$ cat src/rtl/salru_ram.sv
// generic single write port ram with registered read
`timescale 1ns / 1ps
`default_nettype none
module salru_ram #(
  parameter int WIDTH = 8,
  parameter int DEPTH = 16
) (
  input  wire logic                     clk,
  input  wire logic                     we,
  input  wire logic [$clog2(DEPTH)-1:0] waddr,
  input  wire logic [WIDTH-1:0]         wdata,
  input  wire logic                     re,
  input  wire logic [$clog2(DEPTH)-1:0] raddr,
  output logic      [WIDTH-1:0]         rdata
);
  logic [WIDTH-1:0] mem [DEPTH];

  // write port
  always_ff @(posedge clk) begin
    if (we) begin
      mem[waddr] <= wdata;
    end
  end

  // registered read port
  always_ff @(posedge clk) begin
    if (re) begin
      rdata <= mem[raddr];
    end
  end
endmodule
`default_nettype wire

$ cat config.mk
export PLATFORM = sky130hd
export DESIGN_NAME = salru_ram
export DESIGN_NICKNAME = d
export VERILOG_FILES = /design/src/rtl/salru_ram.sv
export SDC_FILE = /design/constraint.sdc
export NUM_CORES = 1
export LEC_CHECK = 0
export ABC_CLOCK_PERIOD_IN_PS = 3000
export BUFFER_PORTS_ARGS = -buffer_cell sky130_fd_sc_hd__buf_2
export CAP_MARGIN = 20
export CORE_MARGIN = 2
export CORE_UTILIZATION = 55
export CTS_CLUSTER_SIZE = 8
export DETAILED_ROUTE_END_ITERATION = 6
export PLACE_DENSITY_LB_ADDON = 0.25
export SLEW_MARGIN = 20
export SYNTH_ARGS = -nofsm -noshare
export SYNTH_HDL_FRONTEND = slang
export SYNTH_SLANG_ARGS = --single-unit
$ cat constraint.sdc
create_clock -name clk -period 3 [get_ports clk]
set_input_delay 0.15 -clock clk [delete_from_list [all_inputs] [get_ports clk]]
set_output_delay 0.15 -clock clk [all_outputs]
set_load 0.005 [all_outputs]
=== Word level (Yosys, flattened, before mapping) ===
Memories as Yosys holds them, arrays and structs flattened. A register that Yosys moved wholly into a read port is not among the register bits.
Cells that the tools add are included.

* Multiplexer cells: 2

{| class="wikitable"
|+ Operators with widths
! cell !! count
|-
| 2-to-1 mux 1 bit || 2
|}

* Flip-flop bits (word level): 0
* Memory bits (writable): 128
* Input port bits: 19
* Logic and storage cells: 3
* Memories kept: 1

{| class="wikitable"
|+ Memories
! name !! depth !! bits a word !! rd ports !! clocked after memory_dff !! write ports !! RTL line !! source
|-
| mem || 16 || 8 || 1 || 1 || 1 || 16 || <nowiki>logic [WIDTH-1:0] mem [DEPTH];</nowiki>
|}

=== Logic depth before layout (Yosys ltp) ===
Gate-level depths: netlist (run 1).

* Depth in word-level cells: 2
* Gate-level depth with buffers: 5
* Depth with buffers taken out: 3

=== Worst setup path after synthesis (run 1) ===
No wires, ideal clock.

* Kind: input port to flip-flop
* Start: in waddr[2]
* End: mem mem[0][0] (enable)
* Setup time: 0.383 ns
* Arrival: 1.260 ns
* Data required time: 2.617 ns
* Setup slack: 1.357 ns
* Cell stages on the path: 2
* Cell sequence: or3b_2 nor3_1

{| class="wikitable"
|+ RTL lines
! what !! RTL line !! source
|-
| start, declared || 10 || <nowiki>input wire logic [$clog2(DEPTH)-1:0] waddr,</nowiki>
|-
| end, declared || 16 ||
|}

No word-level cell before the write port.

==> impl_summary.md, run 1 <==
Run status
The flow ran to the end, and the final reports show no timing, DRC or antenna violations.

Route
The detailed router finished its first iteration with between 200 and 300 violations. The routed wire length is 9620 microns. The post-route antenna net violation count is 0. In the routed layout, each cell is associated on average with a via count of about 5.9. After detailed routing, the average wire length per cell comes to 23.4 microns.

The number of remaining DRC errors is 0. The iteration count of the initial detailed-routing pass is 5. The final route contains approximately 2400 vias.

Logic synthesis
The net count after synthesis is ~250. The cell count after synthesis came out at 229. After synthesis, flip-flops and latches occupy between 70% and 80% of the total area. The cell area after technology mapping is roughly 5200 sq um. The number of warnings reported in the yosys synthesis log is 0. In this run the mean area of a mapped cell was between 20 and 25 sq um. The register bit count reported by yosys is 136. The count of different cell masters after synthesis is 18.

Worst setup path
The start-to-end type of the worst setup path is primary input to flip-flop. In this run the worst path has a maximum fanout of 20. For flop-to-flop paths, the worst setup slack is ~1.5 ns. The critical path goes through buf_2, buf_12, mux4_1, a22oi_1, nand2_1.

The cell type of the slowest stage on the worst timing path is mux4_1. The logic depth of the worst register-to-register path is 3. The startpoint of the worst-slack reg-to-reg timing path is mem[1][5].

STA classifies the critical path startpoint as a primary input. STA puts the critical path data required time at about 3.3 ns. The worst register-to-register path ends at rdata[5]. STA classifies the critical path endpoint as a flip-flop.

The endpoint arrival time on the critical path is ~1.8 ns. The largest stage delay on the critical path is slightly below 0.6 ns.

Global routing
The maximum number of pins on one net before global-route repair is 33. The aggregate global-route resource usage is between 20% and 30%. The initial antenna violation count came to 0. The number of global-route vias before repair is approximately 2500. The first global-routing pass estimated 14800 microns of wire.

The total global routing overflow is 0.

Timing
The shortest clock period the worst path allows after layout is between 1.5 and 2 ns. Setup repair after global routing left no endpoint under its margin. The final-report max-slew violation count was 0.

Headroom to the max-slew limit came out at around 36%. At the pin with the least slew margin, the transition time is about 0.95 ns. The final worst-path setup slack is ~1.5 ns. The count of endpoints failing hold in the final timing report was 0. The smallest hold slack is between 0.02 and 0.03 ns.

The final total negative setup slack is 0 ns. The clock tree skew after final layout is roughly 0.0067 ns. Setup violations remaining at the end of the flow were counted as 0. For this run, the top clock speed supported by timing is between 600 and 700 MHz.

Dividing the final minimum period by the clock period gives 50.7%.

Worst hold path
The start point of the worst hold path is wdata[1]. The type of the tightest min-delay check is primary input to flip-flop. The path with the worst hold slack has its endpoint at mem[13][1]. Along the worst hold path, the cell count comes to 1.

Pwr
The worst IR drop on VDD is a little over 500 uV. The leakage power is a little over 2 nW. For this design the ratio of total power to cell area is 738 nW/um^2.

Clocking
In this run, post-CTS repair resized a total of 0 instances. In this run the number of H-tree levels came out at 4. The insertion delay to the later sink of the worst-skew pair is between 0.5 and 0.6 ns. TritonCTS built the clock tree.

The maximum clock path buffer count is 2. The tree is rooted in a clkbuf_8. The TritonCTS buffer count is 17. Clock-pin slew was measured on the worst setup and hold paths at around 0.060 ns. Counting every sink on the clock net gives around 140.

Cells and area
The library cell used most frequently in the layout, excluding fill and tap cells, is edfxtp_1. The filler cell count is ~600. Relative to the synthesized area, the layout overhead comes to 16.9%. The number of antenna diodes in the final layout is 0. In the final layout, the multi-input gates occupy 1060 sq um. For this run, the post-layout net count is 289.

Leaving out fill and tap cells, the most frequent cells in the layout are edfxtp_1 (136), buf_2 (26), mux4_2 (18). The flip-flop and latch area is 4080 sq um. In the final layout, the share of cells above drive strength 1 is 28.0%.

Place
The number of buffers added on ports is 26. The placed wire-length estimate is just under 6000 microns. The pre-CTS worst setup slack is roughly 0.95 ns.

The congestion estimate from routability-driven global placement came to ~0.74.

Run
The max-capacitance violation count is 0.

Floorplanning
27 I/O pins were placed. The effective utilization at floorplan is ~57%. The die span in x is 101 microns. The overall die height is 101 microns. After floorplanning, the core was divided into 35 placement rows. The die covers 10300 sq um. The core area is 9240 sq um.
cell usage after synthesis:
cell             number  area [sq um]
buf_6                 3          33.8
or3b_2                1          8.76
clkdlybuf4s25_2       3          30.0
and2_1                1          6.26
buf_4                 1          7.51
edfxtp_1            136          4080
mux4_2               18           405
nand3b_1              2          15.0
and2b_1               1          7.51
buf_2                 3          15.0
nor2b_1               1          6.26
nor2_1               13          48.8
nand2_1               9          33.8
a22oi_1              16           120
nand3_1               1          5.00
mux4_1               14           368
nor3_1                4          20.0
nand2b_1              2          12.5
metrics by stage:
| step | util, % | std cells | cell area (sq um) | power (W) |
|---|---|---|---|---|
| final | 66.1 | 411 | 6110 | 0.00451 |
| after CTS | 66.1 | 411 | 6110 | 0.00453 |
| after global routing | 66.1 | 411 | 6110 | 0.00464 |
| after floorplan | - | 229 | 5230 | 0.00230 |
| after global placement | 59.3 | 379 | 5480 | 0.00237 |
| after detailed placement | 59.3 | 379 | 5480 | 0.00238 |
power by group:
part           switching (W)  total, W  internal, W
Clock               0.000751   0.00217      0.00142
Combinational       0.000109  0.000187    0.0000780
Sequential         0.0000102   0.00215      0.00214
Total               0.000871   0.00451      0.00364
cells by family after synthesis:
| logic type | count (synthesis) | synth area share (%) |
|---|---|---|
| DFF | 136 | 78.1 |
| muxes | 32 | 14.8 |
| buffers and inverters | 10 | 1.65 |
| AOI/OAI and AO/OA | 16 | 2.30 |
| and+or+nand+nor | 35 | 3.14 |
how the worst max path moves through the flow:
stage | cells past startpoint | to | from
2_1_floorplan | 2 | mem[0][0] | waddr[2]
5_1_grt | 5 | rdata[3] | raddr[0]
6_report | 5 | rdata[5] | raddr[0]
4_1_cts | 5 | rdata[2] | raddr[0]
3_3_place_gp | 5 | rdata[2] | raddr[0]
3_5_place_dp | 5 | rdata[5] | raddr[0]
critical path, delay by kind of cell:
kind / cells / cell delay [ns]
buf+inv: 2 / 0.67
mux: 1 / 0.58
compound gates: 1 / 0.26
simple gates: 1 / 0.10
state kept, by name, summed over array words and instances (netlist names):
name   count
rdata      8
mem      128
final cells by class:
type	instances	share of cell area [%]
Tap cell	129	2.64
Clock inverter	14	3.36
Timing Repair Buffer	32	3.11
Multi-Input combinational cell	83	17.3
Sequential cell	136	66.8
Clock buffer	17	6.78
timing repair:
action | in CTS | in global routing
hold buffers | 1 | 0
setup buffers | 0 | 0
hold endpoints to repair | 8 | 0
layer usage:
metal	vias to the layer above	GRT usage [%]	part of all wire [%]
met5	-	0	0
met4	0	8.21	1.5
met3	10	5.31	6.2
met2	99	32.1	48
met1	1274	29.1	44
li1	1062	-	-
(Power assumes the default switching activity.)
==> run 2: changes to the inputs <==
Settings changed: ABC_CLOCK_PERIOD_IN_PS 3000 to 1410.
Clock period 3 ns to 1.41 ns, I/O delays scaled along.
==> run 2 against run 1 <==
Against the previous run:
- the flow now finishes with violations (setup timing)
- non-clock buffer count increased by 29
- register-to-register slack got worse by 1.5 ns
- critical path depth is 2 lower
- total power up 100%
- clock power increased by 87%
- sequential power up 110%
- wire length up 11%
- combinational power grew to 2.5 times the previous value
- hold slack gained 0.083 ns
- count of clock-buffer cells in the layout unchanged
- highest routed layer unchanged
==> impl_summary.md, run 2 (same netlist as run 1, synthesis figures left out) <==
Worst setup path
In this run the worst path has a maximum fanout of 1. The critical path runs through a total of 3 cells. By startpoint and endpoint, the worst setup path is classified as flip-flop to flip-flop. On the worst path, the slowest cell contributes a delay of around 0.52 ns. The signal on the critical path passes through mux4_2, a22oi_2, nand2_1.

STA puts the critical path data arrival time at between 1.5 and 2 ns. STA classifies the critical path endpoint as a flip-flop. The number of buffer and inverter stages on the critical path is 0.

STA puts the critical path data required time at 1.67 ns. The cell type of the slowest stage on the worst timing path is mux4_2. Grouping stages by cell kind, the critical path spends the most delay in multiplexers.

The number of cells on the worst reg-to-reg path is 3. The worst setup path is launched from a flip-flop.

Worst hold path
Along the worst hold path, the cell count comes to 3. The worst hold path belongs to the class primary input to flip-flop.

Route
The iteration count of the initial detailed-routing pass is 4. For this block, the initial DRC count from the detailed router was 213. The routed via count is ~2500.

Wires add up to roughly 11000 microns. The post-route antenna net violation count is 0. In the routed layout, each cell is associated on average with a via count of roughly 5.8. The routed length per instance is between 20 and 25 microns. The number of remaining DRC errors is 0.

Pwr
IR analysis of the VDD net gives a maximum drop of 946 uV. The analysis attributes to cell leakage a power of about 2.1 nW. The power density of the placed cells is 1440 nW/um^2.

Clocking
The TritonCTS buffer count is 17. CTS built an H-tree with a depth of 4. No sink is reached through more buffers than the 2 on the longest clock path. TritonCTS built the clock tree. The insertion delay to the later sink of the worst-skew pair is roughly 0.52 ns.

The clock slew at the register clock pins of the worst setup and hold paths is about 0.06 ns. The post-CTS setup-driven buffer insertion count is 0. The root buffer cell is clkbuf_8. The total number of clock tree sinks is around 140.

Floorplanning
Once the floorplan was initialized, standard cells occupied approximately 57% of the core. The floorplan step defined a core boundary enclosing 9240 sq um. For this design the top-level I/O count stands at 27. Measured along the x axis, the die boundary spans 101 microns. The overall die height is roughly 100 microns.

The floorplan step defined a die boundary enclosing 10300 sq um. The site row count is 35.

Timing
The count of endpoints failing hold in the final timing report is 0. The final-report max-slew violation count is 0. The final total negative setup slack is -0.0221 ns. The clock arrives with 0.0125 ns of skew. The slew at the pin closest to its max-slew limit is between 1 and 1.5 ns.

The share of the cycle needed by the critical path after routing is 102%. The highest clock frequency the design can meet is between 600 and 700 MHz. The worst pin sits at a relative slew slack of 27.4%.

The shortest clock period the worst path allows after layout is between 1 and 1.5 ns. The final worst-path setup slack is -0.0221 ns. Setup repair after global routing could not meet its margin everywhere. Setup violations remaining at the end of the flow were counted as 1.

Run
The tool flagged a number of max-cap violations equal to 0.

Cells and area
The library cells used most frequently in the layout, excluding fill and tap cells, are edfxtp_1 (136), mux4_2 (27), buf_2 (26). The number of inserted diodes is 0. The largest registers in the layout are mem (128), rdata (8). After filler insertion, the fill cell instance count of the layout stands at about 560. The final net count is approximately 320. The final core area utilization is between 60% and 70%. The synthesis-to-finish area growth is 20.8%. The share of post-route cells with drive strength above 1 is around 38%. The footprint of the multi-input gates is roughly 1100 sq um. Counting flops per register, the top entry is mem. The number of flip-flops in the largest register is between 100 and 150.

The flip-flop and latch area is 4080 sq um. Leaving out fill and tap cells, the most frequent cell in the layout is edfxtp_1. After routing the design area is 6320 sq um.

Place
The number of buffers added on ports is 26. The last weighted congestion value of the routability-driven placer is 0.793. The HPWL after detailed placement is roughly 6400 microns. Before CTS, the worst setup slack after placement is -0.255 ns.

The placed instances occupy a cell area of roughly 5700 sq um.

Global routing
The first global-routing pass estimated 15800 microns of wire. For this run, the total global-route usage over all layers was measured as a little under a quarter. The number of global-route vias before repair is approximately 2600. The initial antenna violation count came to 0. The maximum number of pins on one net before global-route repair is 19. The total global routing overflow is 0.

Run status
The run finished, with violations left. The checks that failed: setup timing.
[run 2: cell count changes in the layout (fill, tap and decap cells not counted), moves of 2 or more]
cell,delta
bufinv_16,-3
dlygate4sd3_1,+8
mux4_2,+9
clkinvlp_4,+4
a22oi_1,-8
mux4_1,-9
buf_12,+2
a22oi_2,+8
buf_4,+19
[run 2: layer usage]
| layer | track usage (%) | wire (microns) |
|---|---|---|
| met5 | 0 | 0 |
| met3 | 4.55 | 905 |
| met4 | 8.52 | 89 |
| met2 | 36.6 | 5450 |
| met1 | 30.7 | 4190 |
[run 2: cell type report]
class	instances	share of cell area, %
Multi-Input combinational cell	83	16.9
Tap cell	129	2.56
Sequential cell	136	64.7
Clock inverter	14	2.14
Clock buffer	17	6.56
Timing Repair Buffer	61	7.17
[run 2: worst register-to-register path, cell delays in order, from the launching register on]
cell and delay (ns):
edfxtp_1 0.39, mux4_2 0.52, a22oi_2 0.19, nand2_1 0.09
[run 2: what timing repair did]
| action | in CTS | in global routing |
|---|---|---|
| hold buffers | 9 | 0 |
| setup endpoints to repair | 6 | 8 |
| endpoints found under the hold margin | 136 | 0 |
| resized for setup | 8 | 9 |
| pin swaps | 2 | 3 |
[run 2: path summary, 6_finish.rpt]
check / start / endpoint / slack, ns
max: mem[3][6] / rdata[6] / -0.02
min: waddr[0] / mem[0][5] / 0.11
max reg2reg: mem[3][6] / rdata[6] / -0.02
min reg2reg: mem[15][2] / rdata[2] / 0.74
[run 2: power breakdown]
part	switching [W]	internal, W
Combinational	0.000257	0.000218
Sequential	0.0000261	0.00456
Clock	0.00159	0.00247
Total	0.00187	0.00725
[run 2: metrics by stage]
stage                     total power [W]  hold WS [ns]  instances
after global routing              0.00938         0.112        440
after global placement            0.00509         0.451        400
after floorplan                   0.00489         0.169        229
after CTS                         0.00915         0.101        440
after detailed placement          0.00510         0.467        400
final                             0.00912         0.111        440
