<file path="config.mk">
export PLATFORM = sky130hd
export DESIGN_NAME = salru_update
export DESIGN_NICKNAME = d
export VERILOG_FILES = /design/src/rtl/salru_pkg.sv /design/src/rtl/salru_update.sv
export SDC_FILE = /design/constraint.sdc
export NUM_CORES = 1
export LEC_CHECK = 0
export BUFFER_PORTS_ARGS = -buffer_cell sky130_fd_sc_hd__buf_2
export CAP_MARGIN = 20
export CORE_AREA = 3 3 240 242
export DETAILED_ROUTE_END_ITERATION = 16
export DIE_AREA = 0 0 243 245
export PLACE_DENSITY = 0.45
export REMOVE_ABC_BUFFERS = 1
export SLEW_MARGIN = 5
export SYNTH_ARGS = -nofsm -noshare
export SYNTH_HDL_FRONTEND = slang
export SYNTH_SLANG_ARGS = --single-unit
</file>
<file path="constraint.sdc">
create_clock -name vclk -period 13
set_input_delay 0 -clock vclk [all_inputs]
set_output_delay 0 -clock vclk [all_outputs]
set_load 0.02 [all_outputs]
</file>
<file path="src/rtl/salru_pkg.sv">
// shared types and constants of the lru tag store
`timescale 1ns / 1ps
`default_nettype none
package salru_pkg;
  localparam int MAX_SETS  = 1024;
  localparam int MAX_WAYS  = 8;
  localparam int SET_W     = $clog2(MAX_SETS);
  localparam int WAY_W     = 3;
  localparam int WCNT_W    = $clog2(MAX_WAYS + 1);
  localparam int RANK_W    = 3;
  localparam int TAG_W     = 32;
  localparam int ADDR_W    = 32;
  localparam int CFG_W     = 4;
  localparam int CIDX_W    = 2;
  localparam int CNT_W     = 32;

  // configuration register indexes
  localparam logic [CIDX_W-1:0] REG_OFFSET_BITS = 2'd0;
  localparam logic [CIDX_W-1:0] REG_SET_BITS    = 2'd1;
  localparam logic [CIDX_W-1:0] REG_WAYS_USED   = 2'd2;

  localparam logic [CFG_W-1:0] OFFSET_RST = 4'd6;
  localparam logic [CFG_W-1:0] SETB_RST   = 4'd7;
  localparam logic [CFG_W-1:0] WAYS_RST   = 4'd8;

  typedef struct packed {
    logic              valid;
    logic [RANK_W-1:0] rank;
    logic [TAG_W-1:0]  tag;
  } line_t;

  typedef line_t [MAX_WAYS-1:0] row_t;

  localparam int ROW_W = $bits(row_t);

  typedef struct packed {
    logic             hit;
    logic [WAY_W-1:0] way;
    logic             evicted;
  } res_t;

  typedef enum logic [1:0] {
    ST_CLEAR,
    ST_IDLE,
    ST_LOOKUP
  } state_t;
endpackage
`default_nettype wire

</file>
<file path="src/rtl/salru_update.sv">
// hit search, victim choice and rank update of one set row
`timescale 1ns / 1ps
`default_nettype none
module salru_update (
  input  salru_pkg::row_t              row,
  input  wire logic [salru_pkg::TAG_W-1:0]  tag,
  input  wire logic [salru_pkg::WCNT_W-1:0] nways,
  output salru_pkg::row_t              row_new,
  output salru_pkg::res_t              res
);
  import salru_pkg::*;

  logic              hit;
  logic [WCNT_W-1:0] hit_way;
  logic              empty;
  logic [WCNT_W-1:0] empty_way;
  logic [WCNT_W-1:0] lru_way;
  logic [WCNT_W-1:0] chosen;
  logic [RANK_W-1:0] hit_rank;

  // lowest matching way and lowest empty way
  always_comb begin
    hit       = 1'b0;
    hit_way   = '0;
    empty     = 1'b0;
    empty_way = '0;
    for (int w = MAX_WAYS - 1; w >= 0; w--) begin
      if (WCNT_W'(w) < nways) begin
        if (row[w].valid && row[w].tag == tag) begin
          hit     = 1'b1;
          hit_way = WCNT_W'(w);
        end
        if (!row[w].valid) begin
          empty     = 1'b1;
          empty_way = WCNT_W'(w);
        end
      end
    end
  end

  // oldest way, ties to the lowest
  always_comb begin
    lru_way = '0;
    for (int w = 1; w < MAX_WAYS; w++) begin
      if (WCNT_W'(w) < nways && row[w].rank > row[lru_way[WAY_W-1:0]].rank) begin
        lru_way = WCNT_W'(w);
      end
    end
  end

  assign chosen   = hit ? hit_way : (empty ? empty_way : lru_way);
  assign hit_rank = row[hit_way[WAY_W-1:0]].rank;

  // rank aging and line install
  always_comb begin
    row_new = row;
    for (int w = 0; w < MAX_WAYS; w++) begin
      if (WCNT_W'(w) < nways && row[w].valid) begin
        if (!hit || row[w].rank < hit_rank) begin
          row_new[w].rank = row[w].rank + RANK_W'(1);
        end
      end
    end
    row_new[chosen[WAY_W-1:0]].rank  = '0;
    row_new[chosen[WAY_W-1:0]].valid = 1'b1;
    row_new[chosen[WAY_W-1:0]].tag   = tag;
  end

  assign res.hit     = hit;
  assign res.way     = chosen[WAY_W-1:0];
  assign res.evicted = !hit && !empty;
endmodule
`default_nettype wire

</file>
=== Yosys cells after proc, flatten, opt, wreduce, memory -nomap -nowiden ===
Index checks and enable logic that the tools add are counted.

* Output and inout port bits: 293
* Input bits: 324
* Bits in registers: 0
* Logic and storage cells: 195

* $lt $le $gt $ge: 32
* Reduce and logical (&&, ||, !) cells: 35
* Mux-type cells: 112
* Equality and inequality tests: 8
* $add $sub $neg: 8

{| class="wikitable"
|+ Operators by type and width
! operator !! count
|-
| $bwmux W288 || 3
|-
| $bmux W36 S3 || 7
|-
| $demux W36 S3 || 3
|-
| $mux W35 || 8
|-
| $eq A32 B32 Y1 || 8
|-
| $mux W3 || 55
|-
| $mux W36 || 1
|-
| $mux W1 || 33
|-
| $lt A3 B4 Y1 const B || 8
|-
| $mux W32 || 1
|-
| $logic_and A1 B1 Y1 || 25
|-
| $add A3 B1 Y3 const B || 8
|-
| $lt A3 B3 Y1 || 8
|-
| $gt A3 B3 Y1 || 7
|-
| $lt A3 B4 Y1 const A || 4
|-
| $logic_or A1 B1 Y1 || 8
|-
| $lt A1 B4 Y1 const A || 2
|-
| $lt A2 B4 Y1 const A || 2
|-
| $ge A3 B1 Y1 const B || 1
|-
| $logic_not A1 Y1 || 2
|-
| $mux W2 || 1
|}

=== Longest topological paths before layout ===
Gate-level depths: netlist (run 1).

* Depth in word-level cells: 42
* Gate-level depth with buffers: 65
* Mapped depth without buffers: 61

=== Worst setup path after synthesis (run 1) ===
OpenSTA, ideal clock, no wires.

* Kind: input -> output
* Start point: input row[33] (netlist name)
* End point: output row_new[56] (netlist name)
* Path buffers: 4
* Data required time: 13000 ps
* Stages on the path: 58
* Arrival time: 11357 ps
* Setup slack: 1643 ps
* Cell sequence: inv_1 > ha_1 > nor2b_1 > o21a_1 > o21a_1 > a21oi_1 > ha_1 > nor2b_1 > o21a_1 > o21ai_0 > clkbuf_1 > nor2_1 > a21o_1 > ha_1 > nor2b_1 > o21a_1 > o21a_1 > clkbuf_1 > [... 22 more ...] > a311oi_1 > a21oi_1 > a21oi_1 > o21ai_0 > a41oi_1 > ha_1 > nor2b_1 > o21ai_0 > nand2b_1 > a31oi_1 > nand2_1 > a21oi_1 > nand2b_1 > inv_1 > nor3b_1 > buf_2 > buf_1 > mux2_2

{| class="wikitable"
|+ RTL lines
! element !! line !! RTL
|-
| start, declared || salru_update.sv:5 || <nowiki>input salru_pkg::row_t row,</nowiki>
|-
| end, declared || salru_update.sv:8 || <nowiki>output salru_pkg::row_t row_new,</nowiki>
|}

==> results of run 1 <==
[logic make-up after synthesis]
family                   after synthesis  synth area share (%)
AND/OR/NAND/NOR                      342                  20.4
multiplexers                         281                  32.5
XOR/XNOR                             256                  23.2
AO/OA/AOI/OAI                        173                  12.3
buffers and inverters                126                  5.73
adder cells (fa/ha/maj)               45                  5.82
[synthesized netlist by cell type (3+ instances only)]
cell type / count
a2111oi_4: 5
a211o_1: 3
a211oi_1: 7
a21o_1: 21
a21oi_1: 49
a311oi_1: 3
a31oi_1: 6
and3_1: 6
and4_1: 3
buf_2: 56
clkbuf_1: 41
ha_1: 45
inv_1: 25
mux2_1: 3
mux2_2: 263
mux2i_1: 15
nand2_1: 52
nand2b_1: 16
nand3_1: 11
nand3b_1: 3
nand4_1: 55
nand4b_1: 6
nor2_1: 42
nor2b_1: 14
nor3_1: 18
nor3b_1: 4
nor4_1: 66
nor4b_1: 4
o21a_1: 11
o21ai_0: 42
o21ai_1: 6
o22ai_1: 3
or2_2: 6
or3_1: 13
or3b_2: 6
or4_1: 5
or4b_2: 4
xnor2_1: 115
xor2_1: 141
[per-stage QoR]
stage	cells	utilization, %	worst slack (ns)
floorplan	1122	-	-0.603
global placement	2525	24.5	1.19
detailed placement	2526	24.5	0.979
CTS	2526	24.5	0.943
global route	2529	24.6	0.0575
finish	2537	24.6	1.04
[per-layer routing]
layer  up-vias  routed length [µm]
li1       5639                   -
met3       119                5290
met2       653               34300
met4        12                2420
met1      6049               29400
met5         -                  82
[power by group]
group | internal (W) | switching, W
sequential | 0 | 0
clock | 0.0000000000185 | 0
combinational | 0.000333 | 0.000534
total | 0.000333 | 0.000534
[how the worst min path moves through the flow]
stage              endpoint  cells past startpoint  slack, ns  startpoint
3_3_place_gp   row_new[107]                      3       0.36    row[107]
4_1_cts         row_new[35]                      4       0.35     row[35]
6_report        row_new[35]                      4       0.35     row[35]
2_1_floorplan  row_new[143]                      1       0.14    row[143]
5_1_grt        row_new[143]                      3       0.39    row[143]
3_5_place_dp    row_new[35]                      4       0.35     row[35]
[placed cells by master, fill, tap and decap left out, types with 13 or more instances in the layout]
cell type / synthesis / layout
nand2b_1: 16 / 16
nor4_1: 66 / 66
o21ai_0: 42 / 42
buf_2: 56 / 617
xnor2_1: 115 / 115
or3_1: 13 / 13
nor2_1: 42 / 42
mux2i_1: 15 / 15
nor3_1: 18 / 18
a21o_1: 21 / 21
nand2_1: 52 / 52
xor2_1: 141 / 141
mux2_2: 263 / 263
buf_4: 1 / 38
nand4_1: 55 / 55
a21oi_1: 49 / 49
ha_1: 45 / 45
nor2b_1: 14 / 14
inv_1: 25 / 25
[final cells by class]
type	count	area (µm²)	area share (%)
multi-input cells	1097	9140	67.2
repair buffers	657	3410	25.1
well taps	748	936	6.88
inverters	25	93.8	0.690
diodes	10	25.0	0.184
[timing repair]
item	in CTS	in global routing
buffers inserted	0	0
endpoints found under the hold margin	0	0
resized for setup	0	2
endpoints found under the setup margin	0	236
==> impl_metrics.py, run 1 <==
metrics = {
    "route": {
        "drt-total-wl_um": 71500,
        "drt_iter0_drc": 771,
        "ant_nets": 0,
        "vias": 12500,
        "drc": 0,
        "vias_per_cell": 4.92,
        "routedWlPerCell_um": 28.2,
        "firstDrtPassIters": 5,
    },
    "timing": {
        "rsz0062_at_grt": "no",
        "period_needed_ns": 11.96,
        "finalSetupTns_ns": 0,
        "slew_violations": 0,
        "max_freq_mhz": 83.6,
        "hold_viol_final": 0,
        "whs_ns": 0.353,
        "post-route-period-util_pct": 92.0,
        "maxSlewHeadroom_pct": 32.6,
        "tightestPinTransition_ns": 1.01,
        "setup_viol": 0,
    },
    "place": {
        "place_area_um2": 13600,
        "portBuffers": 617,
        "gp_congestion": 0.887,
        "dp_hpwl_um": 59500,
    },
    "finish": {
        "post_route_cells_drive_above_1_share_pct": 53.6,
        "nClkBuffers": 0,
        "syn2layout_area_growth_pct": 40.7,
        "nets": 2150,
        "seq_cell_count": 0,
        "n_fill_cell": 6291,
        "stdcell_area_um2": 13600,
        "final-seq-area_um2": 0,
    },
    "pwr": {
        "p_per_area_nw_per_um2": 63.8,
        "irDropWorstVdd_v": 0.0000354,
        "finalPower_w": 0.000867,
        "total_leakage_power_nw": 5.99,
    },
    "floorplan": {
        "rows": 86,
        "coreArea_um2": 55300,
        "die_height_um": 245,
        "fp.dieW_um": 243,
        "start_util_pct": 17.5,
        "ios": 617,
        "die_area_um2": 59500,
    },
    "outcome": {
        "status": "complete, no violations",
    },
    "hold_path": {
        "min_path_type": "in2out",
    },
    "setup_path": {
        "required_ns": 13.00,
        "crit_path_end": "row_new[286]",
        "critical_path_class": "in2out",
        "startpoint": "row[33]",
        "cp_top_family": "compound AO/OA/AOI/OAI gates",
        "crit_buf_inv": 8,
        "worstSetupEndpointType": "output pin",
        "crit_path_max_fanout": 35,
        "slowest_delay_ns": 0.90,
        "cp.depth": 60,
        "start_kind": "input pin",
        "cp_slowest_cell": "and3_2",
        "cp.arrival_ns": 11.96,
        "cpMostUsedCell": "ha_1",
    },
    "synth": {
        "synth_top_area_cell": "mux2_2",
        "ys_types": 62,
        "synth_top_area_share_pct": 30.6,
        "yosys-top-cells-area": "mux2_2 (31%), xor2_1 (13%), xnor2_1 (10%)",
        "syn_avg_cell_area_um2": 7.90,
        "yosysWarnings": 0,
        "yosysSeqAreaShare_pct": 0,
        "netlist_area_um2": 9670,
        "postSynthCellCount": 1223,
    },
    "job": {
        "drv_cap": 0,
    },
    "global_route": {
        "grt_max_degree": 38,
        "antenna_found_initial": 19,
        "grt_use_total_pct": 22.5,
        "grt_pass1_wl_um": 97100,
        "grt_util_met1_pct": 28.4,
        "use_met2_pct": 39.6,
        "grt_pass1_vias": 12700,
        "top_usage_layer": "met2",
        "overflow": 0,
        "use_met3_pct": 4.11,
    },
    "clocking": {
        "postCtsHoldBufs": 0,
    },
}
Power figures use the tool's default switching activity.
==> run 2: changes to the inputs <==
- RECOVER_POWER: default -> 100
==> impl_metrics.py, run 2 (synthesized netlist as in run 1, its figures left out) <==
metrics = {
    "outcome": {
        "status": "complete, but fails checks",
        "violations": "capacitance limit, slew limit",
    },
    "place": {
        "dp_cells": 2526,
        "dp_slack_ns": 0.979,
        "gp_congestion": 0.887,
        "dp_hpwl_um": 59500,
        "portBuffers": 617,
    },
    "global_route": {
        "overflow": 0,
        "grt_pass1_wl_um": 97100,
        "grt_pass1_vias": 12700,
        "antenna_found_initial": 19,
        "grt_use_total_pct": 22.5,
        "grt_max_degree": 38,
    },
    "finish": {
        "seq_cell_count": 0,
        "nClkBuffers": 0,
        "layout_commonest_cell": "buf_2",
        "syn2layout_area_growth_pct": 38.6,
        "nets": 2150,
        "final_cell_mix": "buf_2 (350), mux2_2 (257), clkbuf_1 (143), xor2_1 (141), clkbuf_2 (126)",
        "final-seq-area_um2": 0,
        "final_core_util_pct": 24.2,
        "fin_cells": 2535,
        "post_route_cells_drive_above_1_share_pct": 45.3,
    },
    "floorplan": {
        "fp.dieW_um": 243,
        "coreArea_um2": 55300,
        "die_area_um2": 59500,
        "start_util_pct": 17.5,
        "ios": 617,
        "die_height_um": 245,
        "rows": 86,
    },
    "hold_path": {
        "min_path_type": "in2out",
        "hp-start": "row[35]",
    },
    "pwr": {
        "p_per_area_nw_per_um2": 64.1,
        "irDropWorstVdd_v": 0.0000355,
        "finalPower_w": 0.000859,
        "total_leakage_power_nw": 5.61,
    },
    "setup_path": {
        "required_ns": 13.00,
        "startpoint": "row[33]",
        "worstSetupEndpointType": "output pin",
        "slowest_delay_ns": 0.89,
        "cpMostUsedCell": "ha_1",
        "critical_path_class": "in2out",
        "crit_path_end": "row_new[286]",
        "crit_path_max_fanout": 35,
        "cp_slowest_cell": "and3_2",
        "start_kind": "input pin",
        "cp.arrival_ns": 11.91,
    },
    "timing": {
        "hold_viol_final": 0,
        "max_freq_mhz": 84.0,
        "rsz0062_at_grt": "no",
        "setup_ws_ns": 1.09,
        "setup_viol": 0,
        "period_needed_ns": 11.91,
        "slew_violations": 17,
        "maxSlewHeadroom_pct": -11.5,
        "tightestPinTransition_ns": 1.67,
        "post-route-period-util_pct": 91.6,
        "finalSetupTns_ns": 0,
    },
    "route": {
        "drc": 0,
        "vias_per_cell": 4.91,
        "vias": 12400,
        "firstDrtPassIters": 5,
        "drt_iter0_drc": 774,
        "routedWlPerCell_um": 28.2,
        "drt-total-wl_um": 71500,
        "ant_nets": 0,
    },
    "clocking": {
        "cts_setup_buffers": 0,
    },
    "job": {
        "drv_cap": 1,
    },
}
run 2: cell types whose count changed in the layout (fill, tap and decap cells not counted), sizes merged:
cell	previous run	this run
buf	657	387
clkbuf	0	270
diode	10	8
run 2: layout make-up:
| cell class | count | area [µm²] |
|---|---|---|
| Fill cell | 6371 | 41900 |
| Multi-Input combinational cell | 1097 | 9130 |
| Timing Repair Buffer | 657 | 3220 |
| Tap cell | 748 | 936 |
| Inverter | 25 | 93.8 |
| Antenna cell | 8 | 20.0 |
run 2: power breakdown:
group | leakage (nW) | internal (W) | total [W] | switching [W]
combinational | 5.61 | 0.000323 | 0.000859 | 0.000536
sequential | 0 | 0 | 0 | 0
clock | 0.0000507 | 0.0000000000830 | 0.0000000000830 | 0
run 2: worst min path at each step:
stage                   end  cells after the start  slack, ns
6_report        row_new[35]                      4       0.35
5_1_grt        row_new[116]                      3       0.40
4_1_cts         row_new[35]                      4       0.35
3_5_place_dp    row_new[35]                      4       0.35
3_3_place_gp   row_new[107]                      3       0.36
2_1_floorplan  row_new[143]                      1       0.14
run 2: critical path, delay by kind of cell:
family | cells | cell delay, ns
adder cells (fa/ha/maj) | 7 | 2.03
buffers and inverters | 8 | 1.17
AND/OR/NAND/NOR | 10 | 2.00
multiplexers | 2 | 0.37
AO/OA/AOI/OAI | 33 | 6.27
run 2: repair_timing:
action	in CTS	in global routing
hold buffers	0	0
endpoints found under the hold margin	0	0
resized for setup	0	2
setup endpoints to repair	0	236
run 2: metrics by stage:
step / hold WS, ns / cell area, µm²
6_report: 0.355 / 13400
2_1_floorplan: 0.142 / 9210
4_1_cts: 0.352 / 13600
5_1_grt: 0.403 / 13400
3_5_place_dp: 0.351 / 13600
3_3_place_gp: 0.358 / 13600
run 2: per-layer routing:
metal | up-vias | share of wire [%] | global-route usage [%]
met5 | - | 0.11 | 0
met2 | 633 | 48 | 39.6
li1 | 5627 | - | -
met1 | 6068 | 41 | 28.4
met4 | 12 | 3.1 | 5.75
met3 | 106 | 7.2 | 4.11
==> run 3: changes to the inputs <==
--- a/config.mk
+++ b/config.mk
@@ -11,5 +11,5 @@
 export DETAILED_ROUTE_END_ITERATION = 16
 export DIE_AREA = 0 0 243 245
-export PLACE_DENSITY = 0.45
+export PLACE_DENSITY = 0.42
 export RECOVER_POWER = 100
 export REMOVE_ABC_BUFFERS = 1
==> constraint.sdc (replaced) <==
create_clock -name vclk -period 13
set_input_delay 1.95 -clock vclk [all_inputs]
set_output_delay 1.95 -clock vclk [all_outputs]
set_load 0.02 [all_outputs]
==> impl_metrics.py, run 3 (synthesized netlist as in run 1, its figures left out) <==
metrics = {
    "setup_path": {
        "slowest_delay_ns": 0.31,
        "crit_path_max_fanout": 8,
        "startpoint": "row[33]",
        "cp.arrival_ns": 12.05,
        "crit_path_end": "row_new[231]",
        "cpMostUsedCell": "a21oi_2",
        "start_kind": "input pin",
        "critical_path_class": "in2out",
        "cp_slowest_cell": "ha_1",
        "required_ns": 11.05,
        "worstSetupEndpointType": "output pin",
    },
    "pwr": {
        "total_leakage_power_nw": 7.30,
        "irDropWorstVdd_v": 0.0000571,
        "p_per_area_nw_per_um2": 72.1,
        "finalPower_w": 0.00118,
    },
    "route": {
        "drc": 0,
        "met2_length_um": 37600,
        "dr_wl_met3_um": 5270,
        "drt_iter0_drc": 803,
        "vias_per_cell": 4.99,
        "drt-total-wl_um": 77300,
        "routed.top_layer": "met5",
        "routedWlPerCell_um": 29.2,
        "vias": 13200,
        "ant_nets": 0,
        "met1_length_um": 31400,
        "firstDrtPassIters": 5,
    },
    "timing": {
        "tightestPinTransition_ns": 1.84,
        "rsz0062_at_grt": "yes",
        "maxSlewHeadroom_pct": -22.4,
        "setup_ws_ns": -1.00,
        "setup_viol": 290,
        "post-route-period-util_pct": 108,
        "max_freq_mhz": 71.4,
        "hold_viol_final": 0,
        "period_needed_ns": 14.00,
        "slew_violations": 17,
    },
    "finish": {
        "layout_commonest_cell": "buf_2",
        "seq_cell_count": 0,
        "multi_input_area_um2": 9670,
        "n_fill_cell": 6038,
        "final-seq-area_um2": 0,
        "stdcell_area_um2": 16400,
        "syn2layout_area_growth_pct": 69.9,
        "nClkBuffers": 0,
        "post_route_cells_drive_above_1_share_pct": 59.7,
        "nets": 2262,
        "final_cell_mix": "buf_2 (492), mux2_2 (219), xor2_1 (141), buf_6 (128), xnor2_1 (115)",
    },
    "floorplan": {
        "die_area_um2": 59500,
        "fp.dieW_um": 243,
        "die_height_um": 245,
        "coreArea_um2": 55300,
        "ios": 617,
        "rows": 86,
        "start_util_pct": 17.5,
    },
    "global_route": {
        "grt_pass1_vias": 13800,
        "antenna_found_initial": 17,
        "grt_max_degree": 38,
        "grt_pass1_wl_um": 105000,
        "grt_use_total_pct": 24.4,
        "overflow": 0,
    },
    "place": {
        "dp_hpwl_um": 60400,
        "portBuffers": 617,
        "place_area_um2": 14100,
        "gp_congestion": 0.953,
    },
    "outcome": {
        "status": "complete, but fails checks",
        "violations": "capacitance limit, slew limit, setup timing",
    },
    "hold_path": {
        "min_path_type": "in2out",
    },
    "clocking": {
        "postCtsHoldBufs": 0,
    },
    "job": {
        "drv_cap": 1,
    },
}
==> run 3: cell types whose count changed in the layout (fill, tap and decap cells not counted), sizes merged <==
cell / delta
buf: +375
clkbuf: -266
bufbuf: +3
==> run 3: stage by stage <==
step	hold WS, ns	TNS [ns]	instances	util [%]	setup WS, ns
2_1_floorplan	4.04	-893.10	1122	-	-4.50
3_3_place_gp	4.26	-375.94	2580	25.4	-1.56
3_5_place_dp	4.27	-458.56	2580	25.4	-1.85
4_1_cts	4.25	-219.92	2633	29.4	-0.869
5_1_grt	4.26	-378.49	2640	29.7	-1.41
6_report	4.25	-255.39	2647	29.7	-1.00
==> run 3: repair_timing <==
item	4_1_cts	5_1_grt
buffers inserted	37	2
cloned	18	3
pin swaps	48	13
setup endpoints to repair	291	291
gates resized for setup	410	14
==> run 3: layout make-up <==
type	count	area share (%)
inverter	25	0.632
tap	748	5.70
antenna	8	0.122
multi-input combinational	1097	58.9
timing repair buffer	769	34.7
==> run 3: routing by layer <==
| metal | GRT usage [%] | vias to the layer above |
|---|---|---|
| li1 | - | 5864 |
| met1 | 30.3 | 6469 |
| met2 | 43.1 | 723 |
| met3 | 3.66 | 149 |
| met4 | 8.26 | 8 |
| met5 | 0 | - |
==> run 3: where the power goes <==
part	switching, W	internal, W	leakage, nW
Sequential	0	0	0
Combinational	0.000634	0.000550	7.30
Clock	0	0.00000000000728	0.0000520
Total	0.000634	0.000550	7.30
==> run 3: critical path, delay by kind of cell <==
kind	cells	cell delay [ns]
mux	1	0.29
buf+inv	12	1.76
compound gates	31	4.69
simple gates	13	1.47
fa+ha+maj	7	1.87
==> run 3: how the worst min path moves through the flow <==
| stage | to | start | slack, ns | cells past startpoint |
|---|---|---|---|---|
| after floorplan | row_new[143] | row[143] | 4.04 | 1 |
| after global placement | row_new[107] | row[107] | 4.26 | 3 |
| after detailed placement | row_new[143] | row[143] | 4.27 | 3 |
| after CTS | row_new[208] | row[208] | 4.25 | 3 |
| after global routing | row_new[241] | row[241] | 4.26 | 3 |
| final | row_new[199] | row[199] | 4.25 | 3 |
